File: config.mk
export PLATFORM = sky130hd
export DESIGN_NAME = ffha_ctrl
export DESIGN_NICKNAME = d
export VERILOG_FILES = /design/src/design/ffha_pkg.sv /design/src/design/ffha_ctrl.sv
export SDC_FILE = /design/constraint.sdc
export NUM_CORES = 1
export LEC_CHECK = 0
export ABC_AREA = 1
export BUFFER_PORTS_ARGS = -buffer_cell sky130_fd_sc_hd__buf_2
export CAP_MARGIN = 30
export CORE_MARGIN = 2
export CORE_UTILIZATION = 40
export DETAILED_ROUTE_END_ITERATION = 8
export PLACE_DENSITY_LB_ADDON = 0.3
export SETUP_SLACK_MARGIN = 0.02
export SYNTH_ARGS = -nofsm -noshare
export SYNTH_HDL_FRONTEND = slang
export SYNTH_SLANG_ARGS = --single-unit
File: constraint.sdc
create_clock -name clk -period 6.2 [get_ports clk]
set_clock_uncertainty 0.2 [all_clocks]
set_input_delay 1.24 -clock clk [delete_from_list [all_inputs] [get_ports clk]]
set_output_delay 1.24 -clock clk [all_outputs]
set_load 0.05 [all_outputs]
File: src/design/ffha_pkg.sv
// Package with constants, types and state codes for the first-fit heap allocator.
package ffha_pkg;

  localparam int HdrAl      = 24;
  localparam int AlignLg    = 3;
  localparam int AlignBytes = 8;
  localparam int FreeDepth  = 64;
  localparam int TblAw      = 6;
  localparam int CntW       = 7;
  localparam int StoreDepth = 8192;
  localparam int StoreAw    = 13;
  localparam logic [15:0] Len0 = 16'd65512;

  localparam logic [2:0] ST_OK      = 3'd0;
  localparam logic [2:0] ST_NOFIT   = 3'd1;
  localparam logic [2:0] ST_ALREADY = 3'd2;
  localparam logic [2:0] ST_ZERO    = 3'd3;
  localparam logic [2:0] ST_FULL    = 3'd4;

  localparam logic ACT_ALLOC = 1'b0;

  typedef enum logic [3:0] {
    S_IDLE, S_A_RD, S_A_CHK, S_A_W1, S_A_W2, S_SD, S_SD_W, S_F_LEN,
    S_F_RD, S_F_CHK, S_F_DEC, S_F_WN, S_F_WP, S_SU, S_SU_W, S_DONE
  } state_t;

  typedef struct packed {
    logic [15:0] start;
    logic [15:0] len;
  } entry_t;

  typedef struct packed {
    logic              re;
    logic [TblAw-1:0]  raddr;
    logic              we;
    logic [TblAw-1:0]  waddr;
    entry_t            wdata;
  } tbl_req_t;

  typedef struct packed {
    logic               re;
    logic [StoreAw-1:0] raddr;
    logic               we;
    logic [StoreAw-1:0] waddr;
    logic [15:0]        wdata;
  } store_req_t;

  typedef struct packed {
    logic        valid;
    logic [2:0]  status;
    logic [15:0] addr;
  } res_t;

endpackage

File: src/design/ffha_ctrl.sv
// Sequencer that scans, updates and shifts the free table and the block length store.
module ffha_ctrl (
  input  logic                 clk,
  input  logic                 rst_n,
  input  logic                 in_valid,
  output logic                 in_stall,
  input  logic                 in_action,
  input  logic [15:0]          in_request_bytes,
  input  logic [15:0]          in_payload_address,
  output ffha_pkg::tbl_req_t   tbl,
  input  ffha_pkg::entry_t     tbl_q,
  output ffha_pkg::store_req_t sto,
  input  logic [15:0]          sto_q,
  output ffha_pkg::res_t       res,
  input  logic                 out_free
);
  import ffha_pkg::*;

  state_t st_r, st_nxt;
  logic [15:0] n_r, hdr_r, blen_r, ast_r, alen_r, ga_r;
  logic [15:0] prev_s_r, prev_l_r, nx_s_r, nx_l_r, lenm_r, newp_r;
  logic [CntW-1:0] i_r, p_r, cnt_r;
  logic hn_r, mn_r, mp_r, t0w_r, s0w_r, trd0_r, srd0_r;
  logic [2:0] stat_r;

  entry_t tq;
  logic [15:0] sq, hdr_in;
  logic [16:0] al;
  logic [17:0] need, nsum;
  logic [15:0] split_s, split_l, lenm, newp;
  logic mn, mp, fits, tight;
  logic accept;

  assign accept = in_valid && !in_stall;
  assign tq     = (trd0_r && !t0w_r) ? '{start: 16'd0, len: Len0} : tbl_q;
  assign sq     = (srd0_r && !s0w_r) ? Len0 : sto_q;
  assign hdr_in = in_payload_address - 16'(HdrAl);
  assign al     = ({1'b0, n_r} + 17'(AlignBytes - 1)) & ~17'(AlignBytes - 1);
  assign need   = 18'(HdrAl) + {1'b0, al} + 18'(AlignBytes);
  assign fits   = n_r <= tq.len;
  assign tight  = {2'b0, tq.len} < need;
  assign split_s = ast_r + 16'(HdrAl) + al[15:0];
  assign split_l = alen_r - 16'(HdrAl) - al[15:0];
  assign nsum   = {2'b0, hdr_r} + 18'(HdrAl) + {2'b0, blen_r};
  assign mn     = hn_r && (nsum == {2'b0, nx_s_r});
  assign lenm   = mn ? (blen_r + 16'(HdrAl) + nx_l_r) : blen_r;
  assign mp     = (p_r != '0) &&
                  ({2'b0, prev_s_r} + 18'(HdrAl) + {2'b0, prev_l_r} == {2'b0, hdr_r});
  assign newp   = prev_l_r + lenm + 16'(HdrAl);

  always_comb begin
    st_nxt = st_r;
    case (st_r)
      S_IDLE: begin
        if (accept) begin
          if (in_action == ACT_ALLOC) begin
            st_nxt = (in_request_bytes == '0) ? S_DONE : S_A_RD;
          end else if (in_payload_address < 16'(HdrAl) || hdr_in[AlignLg-1:0] != '0) begin
            st_nxt = S_DONE;
          end else begin
            st_nxt = S_F_LEN;
          end
        end
      end
      S_A_RD:  st_nxt = (i_r >= cnt_r) ? S_DONE : S_A_CHK;
      S_A_CHK: st_nxt = !fits ? S_A_RD : (tight ? S_SD : S_A_W1);
      S_A_W1:  st_nxt = S_A_W2;
      S_A_W2:  st_nxt = S_DONE;
      S_SD:    st_nxt = (i_r + 7'd1 < cnt_r) ? S_SD_W : S_DONE;
      S_SD_W:  st_nxt = S_SD;
      S_F_LEN: st_nxt = S_F_RD;
      S_F_RD:  st_nxt = (i_r >= cnt_r) ? S_F_DEC : S_F_CHK;
      S_F_CHK: st_nxt = (tq.start == hdr_r) ? S_DONE :
                        ((tq.start < hdr_r) ? S_F_RD : S_F_DEC);
      S_F_DEC: begin
        if (mn) st_nxt = S_F_WN;
        else if (mp) st_nxt = S_F_WP;
        else if (cnt_r >= CntW'(FreeDepth)) st_nxt = S_DONE;
        else st_nxt = S_SU;
      end
      S_F_WN:  st_nxt = mp_r ? S_F_WP : S_DONE;
      S_F_WP:  st_nxt = mn_r ? S_SD : S_DONE;
      S_SU:    st_nxt = (i_r > p_r) ? S_SU_W : S_DONE;
      S_SU_W:  st_nxt = S_SU;
      S_DONE:  st_nxt = out_free ? S_IDLE : S_DONE;
      default: st_nxt = S_IDLE;
    endcase
  end

  always_comb begin
    tbl = '0;
    sto = '0;
    in_stall = (st_r != S_IDLE);
    res = '{valid: (st_r == S_DONE) && out_free, status: stat_r, addr: ga_r};
    case (st_r)
      S_IDLE: begin
        sto.re = accept && in_action != ACT_ALLOC;
        sto.raddr = hdr_in[15:AlignLg];
      end
      S_A_RD, S_F_RD: begin
        tbl.re = i_r < cnt_r;
        tbl.raddr = i_r[TblAw-1:0];
      end
      S_A_W1: begin
        tbl.we = 1'b1;
        tbl.waddr = i_r[TblAw-1:0];
        tbl.wdata = '{start: split_s, len: split_l};
        sto.we = 1'b1;
        sto.waddr = ast_r[15:AlignLg];
        sto.wdata = al[15:0];
      end
      S_A_W2: begin
        sto.we = 1'b1;
        sto.waddr = split_s[15:AlignLg];
        sto.wdata = split_l;
      end
      S_SD: begin
        tbl.re = i_r + 7'd1 < cnt_r;
        tbl.raddr = 6'(i_r + 7'd1);
      end
      S_SD_W: begin
        tbl.we = 1'b1;
        tbl.waddr = i_r[TblAw-1:0];
        tbl.wdata = tq;
      end
      S_F_WN: begin
        tbl.we = 1'b1;
        tbl.waddr = p_r[TblAw-1:0];
        tbl.wdata = '{start: hdr_r, len: lenm_r};
        sto.we = 1'b1;
        sto.waddr = hdr_r[15:AlignLg];
        sto.wdata = lenm_r;
      end
      S_F_WP: begin
        tbl.we = 1'b1;
        tbl.waddr = 6'(p_r - 7'd1);
        tbl.wdata = '{start: prev_s_r, len: newp_r};
        sto.we = 1'b1;
        sto.waddr = prev_s_r[15:AlignLg];
        sto.wdata = newp_r;
      end
      S_SU: begin
        if (i_r > p_r) begin
          tbl.re = 1'b1;
          tbl.raddr = 6'(i_r - 7'd1);
        end else begin
          tbl.we = 1'b1;
          tbl.waddr = p_r[TblAw-1:0];
          tbl.wdata = '{start: hdr_r, len: blen_r};
        end
      end
      S_SU_W: begin
        tbl.we = 1'b1;
        tbl.waddr = i_r[TblAw-1:0];
        tbl.wdata = tq;
      end
      default: begin
      end
    endcase
  end

  always_ff @(posedge clk) begin
    if (!rst_n) begin
      st_r <= S_IDLE;
      cnt_r <= CntW'(1);
      t0w_r <= 1'b0;
      s0w_r <= 1'b0;
      trd0_r <= 1'b0;
      srd0_r <= 1'b0;
    end else begin
      st_r <= st_nxt;
      trd0_r <= tbl.re && tbl.raddr == '0;
      srd0_r <= sto.re && sto.raddr == '0;
      if (tbl.we && tbl.waddr == '0) t0w_r <= 1'b1;
      if (sto.we && sto.waddr == '0) s0w_r <= 1'b1;
      if ((st_r == S_SD) && !(i_r + 7'd1 < cnt_r)) cnt_r <= cnt_r - 7'd1;
      if ((st_r == S_SU) && !(i_r > p_r)) cnt_r <= cnt_r + 7'd1;
    end
  end

  always_ff @(posedge clk) begin
    case (st_r)
      S_IDLE: begin
        n_r <= in_request_bytes;
        hdr_r <= hdr_in;
        ga_r <= '0;
        i_r <= '0;
        hn_r <= 1'b0;
        if (in_action == ACT_ALLOC) begin
          stat_r <= (in_request_bytes == '0) ? ST_ZERO : ST_NOFIT;
        end else begin
          stat_r <= ST_NOFIT;
        end
      end
      S_A_CHK: begin
        if (fits) begin
          ast_r <= tq.start;
          alen_r <= tq.len;
          ga_r <= tq.start + 16'(HdrAl);
          stat_r <= ST_OK;
        end else begin
          i_r <= i_r + 7'd1;
        end
      end
      S_SD_W: i_r <= i_r + 7'd1;
      S_F_LEN: blen_r <= sq;
      S_F_RD: begin
        if (i_r >= cnt_r) p_r <= i_r;
      end
      S_F_CHK: begin
        if (tq.start == hdr_r) begin
          stat_r <= ST_ALREADY;
        end else if (tq.start < hdr_r) begin
          prev_s_r <= tq.start;
          prev_l_r <= tq.len;
          i_r <= i_r + 7'd1;
        end else begin
          p_r <= i_r;
          nx_s_r <= tq.start;
          nx_l_r <= tq.len;
          hn_r <= 1'b1;
        end
      end
      S_F_DEC: begin
        mn_r <= mn;
        mp_r <= mp;
        lenm_r <= lenm;
        newp_r <= newp;
        i_r <= mn ? p_r : cnt_r;
        stat_r <= (!mn && !mp && cnt_r >= CntW'(FreeDepth)) ? ST_FULL : ST_OK;
      end
      S_SU_W: i_r <= i_r - 7'd1;
      default: begin
      end
    endcase
  end

`ifndef SYNTH
  a_cnt_bound: assert property (@(posedge clk) disable iff (!rst_n)
    cnt_r <= CntW'(FreeDepth)) else $error("free table count overflow");
  a_wr_inside: assert property (@(posedge clk) disable iff (!rst_n)
    tbl.we |-> ({1'b0, tbl.waddr} <= cnt_r)) else $error("table write past end");
  a_res_code: assert property (@(posedge clk) disable iff (!rst_n)
    res.valid |-> (res.status <= ST_FULL)) else $error("bad status code");
`endif

endmodule
==> impl_metrics.yaml, run 1 <==
run_status:
  outcome: "finished, final reports clean"
worst_setup_path:
  critical_path_arrival_ns: 4.57
  required_ns: 4.76
  rr_endpoint: "newp_r[13]"
  crit_path_start: "n_r[9]"
  r2r_setup_slack_ns: 0.46
  cp_max_fo: 10
  reg2reg_depth: 25
  cp-start-kind: "flop"
  cp_cell_sequence: "nand4_1, nor3_1, xnor2_1, inv_1, ha_1, ha_1, inv_1, o21bai_1, nand3_1, nand4_1, xor2_1, a221oi_2, o21ai_0, buf_2"
  worst_path_largest_cell_delay_ns: 0.58
  endpoint: "tbl[31]"
  crit_type: "reg2out"
  slowest_stage: "xnor2_1"
  cp-end-kind: "output port"
  worstReg2RegStart: "hdr_r[1]"
layout:
  syn_to_final_growth_pct: 14.8
  final_util: 0.462
  nets: 2920
  final_layout_size_suffix_gt1_frac: 0.136
  fill_cells: 4779
  post-route-cell-area_um2: 21900
power:
  p_clk_frac: 0.160
  combPwrFrac: 0.614
  p_seq_frac: 0.226
  ir_worst_vdd_uv: 327
  power.switching_mw: 5.74
  leakage_nw: 10.7
  power_switching_share: 0.532
  p_int_mw: 5.05
  powerDensity_nw_per_um2: 493
synth:
  syn_inst: 2365
  async_flop_share: 0
  syn_area_per_cell_um2: 8.07
  ys_top_cells_by_area: "edfxtp_1 33%, ha_1 16%, nand2_1 9.5%"
  syn_nets: 2702
  synth_top_area_frac: 0.333
  synth-seq-area-share: 0.349
  synth_cell_type_count: 59
  yosys.area.top_type: "edfxtp_1"
  yosys_warnings: 0
  ys_seq_elements: 227
  synth_area_um2: 19100
  synth-edff-count: 212
  synth_ff_type: "edfxtp_1"
detailed_routing:
  num_vias: 17771
  ant_nets: 0
  drcViolationCount: 0
  via_per_inst: 5.52
  drt_iter0_drc: 1692
  post_drt_wl_per_cell_um: 21.8
  drtPass1Iterations: 6
  wl_um: 70300
place:
  dpl_cell_area_um2: 20900
  gp_congestion: 0.980
  io_buffers: 195
  dp_hpwl_um: 57600
clock_network:
  clk_pin_slew_ns: 0.06
  clock_path_buffers: 3
  cts-root-buf: "clkbuf_16"
  cts_hold_buf: 0
  cts_inserted_buffers: 27
  clk_latency_ns: 0.57
  cts_htree_levels: 1
  cts_num_sinks: 227
  cts_tree: "yes"
global_route:
  grt_pass1_wl_um: 104000
  grt-ovfl-total: 0
  grt.total_usage: 0.279
  grt_pass1_vias: 16986
  grt_max_degree: 46
  antenna_found_initial: 2
timing:
  max_freq_mhz: 166
  hold_violations: 0
  relSlewSlack: 0.392
  worstMarginPinSlew_ns: 0.911
  finalSetupViolCount: 0
  rsz0062_at_grt: "yes"
  period_needed_ns: 6.01
  slew_viol_final: 0
  finalSetupTns_ns: 0
  min_period_over_period: 0.970
job:
  maxCapViolations: 0
die:
  rows: 80
  die_h_um: 222
  design.core.area_um2: 47400
  io_pins: 196
  die_w_um: 222
  start_util: 0.402
  dieArea_um2: 49500
min_path:
  hp-class: "reg2reg"
==> worst min path at each step <==
stage	startpoint	end	slack [ns]	depth (start not counted)
6_report	t0w_r	t0w_r	0.27	2
5_1_grt	t0w_r	t0w_r	0.29	2
4_1_cts	t0w_r	t0w_r	0.28	2
3_5_place_dp	t0w_r	t0w_r	0.27	2
3_3_place_gp	t0w_r	t0w_r	0.25	2
2_1_floorplan	s0w_r	s0w_r	0.24	2
==> synth_stat cells (21+ instances only) <==
master and n:
nand2_1 481, inv_1 400, ha_1 246, edfxtp_1 212, nor2_1 188, a21oi_1 173
nand3_1 97, o21ai_0 90, xor2_1 84, nand4_1 41, nor3_1 38, xnor2_1 35
or2_2 24, o221ai_1 22, o211ai_1 21
==> critical path: cells and delay by family, from the launching register on <==
| family | cells | cell delay (ns) |
|---|---|---|
| AO/OA/AOI/OAI | 3 | 0.73 |
| XOR/XNOR | 2 | 0.80 |
| adder cells (fa/ha/maj) | 2 | 0.68 |
| buffers and inverters | 3 | 0.74 |
| flip-flops | 1 | 0.57 |
| AND/OR/NAND/NOR | 4 | 0.49 |
==> per-layer routing <==
layer | GRT usage | vias to the layer above | wire [um]
met5 | 0 | - | 12
li1 | - | 8464 | -
met2 | 0.469 | 794 | 32900
met1 | 0.356 | 8364 | 28700
met4 | 0.109 | 2 | 2950
met3 | 0.0491 | 147 | 5750
==> power groups by stage <==
| stage | Clock [mW] | Sequential, mW | Combinational, mW |
|---|---|---|---|
| after global placement | 0 | 2.46 | 6.46 |
| after floorplan | 0 | 2.55 | 4.47 |
| after detailed placement | 0 | 2.46 | 6.50 |
| after global routing | 1.81 | 2.47 | 7.20 |
| final | 1.72 | 2.44 | 6.63 |
| after CTS | 1.75 | 2.43 | 6.54 |
==> repair_timing <==
action                     in CTS  in global routing
resized for setup               4                 13
setup buffers                   0                  3
gates cloned                    0                  0
setup endpoints to repair       2                  9
==> stage by stage <==
| stage | setup slack, ns | hold WS (ns) | cells | total power [mW] |
|---|---|---|---|---|
| after floorplan | 0.710 | 0.235 | 2365 | 7.02 |
| after detailed placement | 0.418 | 0.270 | 3166 | 8.96 |
| after CTS | 0.0333 | 0.279 | 3216 | 10.7 |
| final | 0.189 | 0.267 | 3220 | 10.8 |
| after global routing | -0.0218 | 0.288 | 3219 | 11.5 |
| after global placement | 0.504 | 0.252 | 3166 | 8.92 |
==> placed cells by master, fill, tap and decap left out, types with 27 or more instances in the layout <==
cell type	n
a21oi_1	171
buf_2	193
buf_4	28
clkbuf_16	27
edfxtp_1	212
ha_1	246
inv_1	400
nand2_1	481
nand3_1	97
nand4_1	41
nor2_1	181
nor3_1	38
o21ai_0	82
xnor2_1	35
xor2_1	83
==> cells by family after synthesis <==
group | count (synthesis) | share of synthesized area
AO/OA/AOI/OAI | 406 | 0.130
AND/OR/NAND/NOR | 921 | 0.210
flip-flops | 227 | 0.349
adder cells (fa/ha/maj) | 252 | 0.168
XOR/XNOR | 120 | 0.0554
buffers and inverters | 439 | 0.0878
==> cell type report <==
cell class                 instances  area (um^2)  area share
clock buffer                      33          728      0.0332
clock inverter                    17          228      0.0104
multi-input combinational       1699        10800       0.493
sequential                       227         6670       0.304
tap                              615          769      0.0351
inverter                         407         1530      0.0697
timing repair buffer             221         1180      0.0537
antenna                            1         2.50    0.000114
(Power assumes the default switching activity.)
==> run 2, diff against run 1 <==
--- a/config.mk
+++ b/config.mk
@@ -7,7 +7,8 @@
 export LEC_CHECK = 0
 export ABC_AREA = 1
 export BUFFER_PORTS_ARGS = -buffer_cell sky130_fd_sc_hd__buf_2
-export CAP_MARGIN = 30
+export CAP_MARGIN = 15
+export CORE_ASPECT_RATIO = 1.2
 export CORE_MARGIN = 2
 export CORE_UTILIZATION = 40
 export DETAILED_ROUTE_END_ITERATION = 8
==> run 2 against run 1 <==
  * Utilization increased by 0.63 points
  * Highest routed layer unchanged
  * Total power is 0.85% higher
  * Non-clock buffer count up 2
  * Maximum frequency rose by 1.4%
==> impl_metrics.yaml, run 2 (synthesis results as in run 1) <==
run_status:
  outcome: "finished, final reports clean"
timing:
  finalSetupViolCount: 0
  min_period_over_period: 0.956
  relSlewSlack: 0.320
  worstMarginPinSlew_ns: 1.02
  slew_viol_final: 0
  finalSetupTns_ns: 0
  period_needed_ns: 5.93
  hold_violations: 0
  timing.hold.ws_ns: 0.258
  max_freq_mhz: 169
  rsz0062_at_grt: "no"
clock_network:
  cts_inserted_buffers: 28
  clk_latency_ns: 0.58
  cts_htree_levels: 1
  cts_num_sinks: 227
  post_cts_buffers: 0
  cts_tree: "yes"
  cts-root-buf: "clkbuf_16"
  clk_pin_slew_ns: 0.06
  clock_path_buffers: 3
detailed_routing:
  drt_iter0_drc: 1517
  via_per_inst: 5.46
  num_vias: 17633
  wl_um: 69300
  drcViolationCount: 0
  post_drt_wl_per_cell_um: 21.4
  ant_nets: 0
  drtPass1Iterations: 5
worst_setup_path:
  reg2reg_depth: 23
  cp_cell_sequence: "ha_1, ha_1, fa_1, nand3_1, nand3_1, xor2_1, xor2_1, inv_1, nand4_1, nor2_1, and3_1, nand4_1, buf_4, o21ai_0, ha_1, ha_1, nand2_1, o31ai_1, a21oi_1, inv_1, a21oi_1, o21ai_0, xor2_1"
  worst_path_largest_cell_delay_ns: 0.50
  crit_type: "reg2reg"
  slowest_stage: "edfxtp_1"
  critical_path_arrival_ns: 6.06
  cp-end-kind: "flop"
  required_ns: 6.33
  crit_path_frequent_cell: "ha_1"
  cp_max_fo: 10
  cp-start-kind: "flop"
layout:
  antenna_cells: 0
  final_util: 0.468
  syn_to_final_growth_pct: 15.3
  nets: 2923
  final_layout_size_suffix_gt1_frac: 0.135
  fin_cells: 3231
  final_cell_mix: "479 x nand2_1, 400 x inv_1, 246 x ha_1, 212 x edfxtp_1, 193 x buf_2"
  layout_commonest_cell: "nand2_1"
global_route:
  grt_pass1_wl_um: 103000
  use_met2: 0.478
  use_met3: 0.0301
  grt.total_usage: 0.275
  grt-ovfl-total: 0
  grt_pass1_vias: 17220
  grt_max_degree: 45
  antenna_found_initial: 3
  busiest_layer: "met2"
  grt_util_met1: 0.348
die:
  design.core.area_um2: 47000
  die_w_um: 203
  die_h_um: 243
  start_util: 0.406
  rows: 87
  dieArea_um2: 49500
  io_pins: 196
power:
  leakage_nw: 10.7
  ir_worst_vdd_uv: 389
  power_mw: 10.9
  powerDensity_nw_per_um2: 495
place:
  dp_hpwl_um: 56700
  io_buffers: 195
  dp_cells: 3179
  gp_congestion: 0.964
job:
  maxCapViolations: 0
min_path:
  whs_path_depth: 2
  hp-class: "reg2reg"
run 2: layout make-up:
cell class,count,area [um^2]
flip-flops and latches,227,6670
fillers,4688,25000
repair buffers,223,1190
multi-input cells,1699,10800
well taps,623,779
clock buffers,30,708
clock inverters,22,345
inverters,407,1530
run 2: critical path, delay by kind of cell (launching register included):
family          cells  cell delay (ns)
simple gates        7             1.12
flops               1             0.50
xor+xnor            3             0.48
fa+ha+maj           5             1.76
buf+inv             3             0.43
compound gates      5             1.17
run 2: layer usage:
layer,wire length (um),up-vias,part of all wire
met1,28400,8352,0.41
li1,-,8447,-
met2,33200,688,0.48
met3,4560,144,0.066
met4,3090,2,0.045
met5,7,-,0.00010
run 2: what timing repair did:
action | CTS | global route
resized for setup | 0 | 9
hold buffers | 0 | 0
endpoints found under the hold margin | 0 | 0
setup endpoints to repair | 0 | 6
run 2: final timing paths:
path | start | endpoint | slack, ns
worst min-delay path | t0w_r | t0w_r | 0.26
worst max register to register | blen_r[1] | newp_r[12] | 0.27
worst max-delay path | blen_r[1] | newp_r[12] | 0.27
worst min register to register | t0w_r | t0w_r | 0.26
run 2: stage by stage:
step	cell area, um^2	worst slack (ns)
4_1_cts	22000	0.156
6_report	22000	0.272
5_1_grt	22000	0.0287
2_1_floorplan	19100	0.710
3_5_place_dp	20900	0.358
3_3_place_gp	20900	0.431
run 2: where the power goes:
group,internal (mW),switching (mW),total (mW)
combinational,1.87,4.68,6.55
clock,1.20,0.717,1.91
sequential,2.14,0.282,2.42
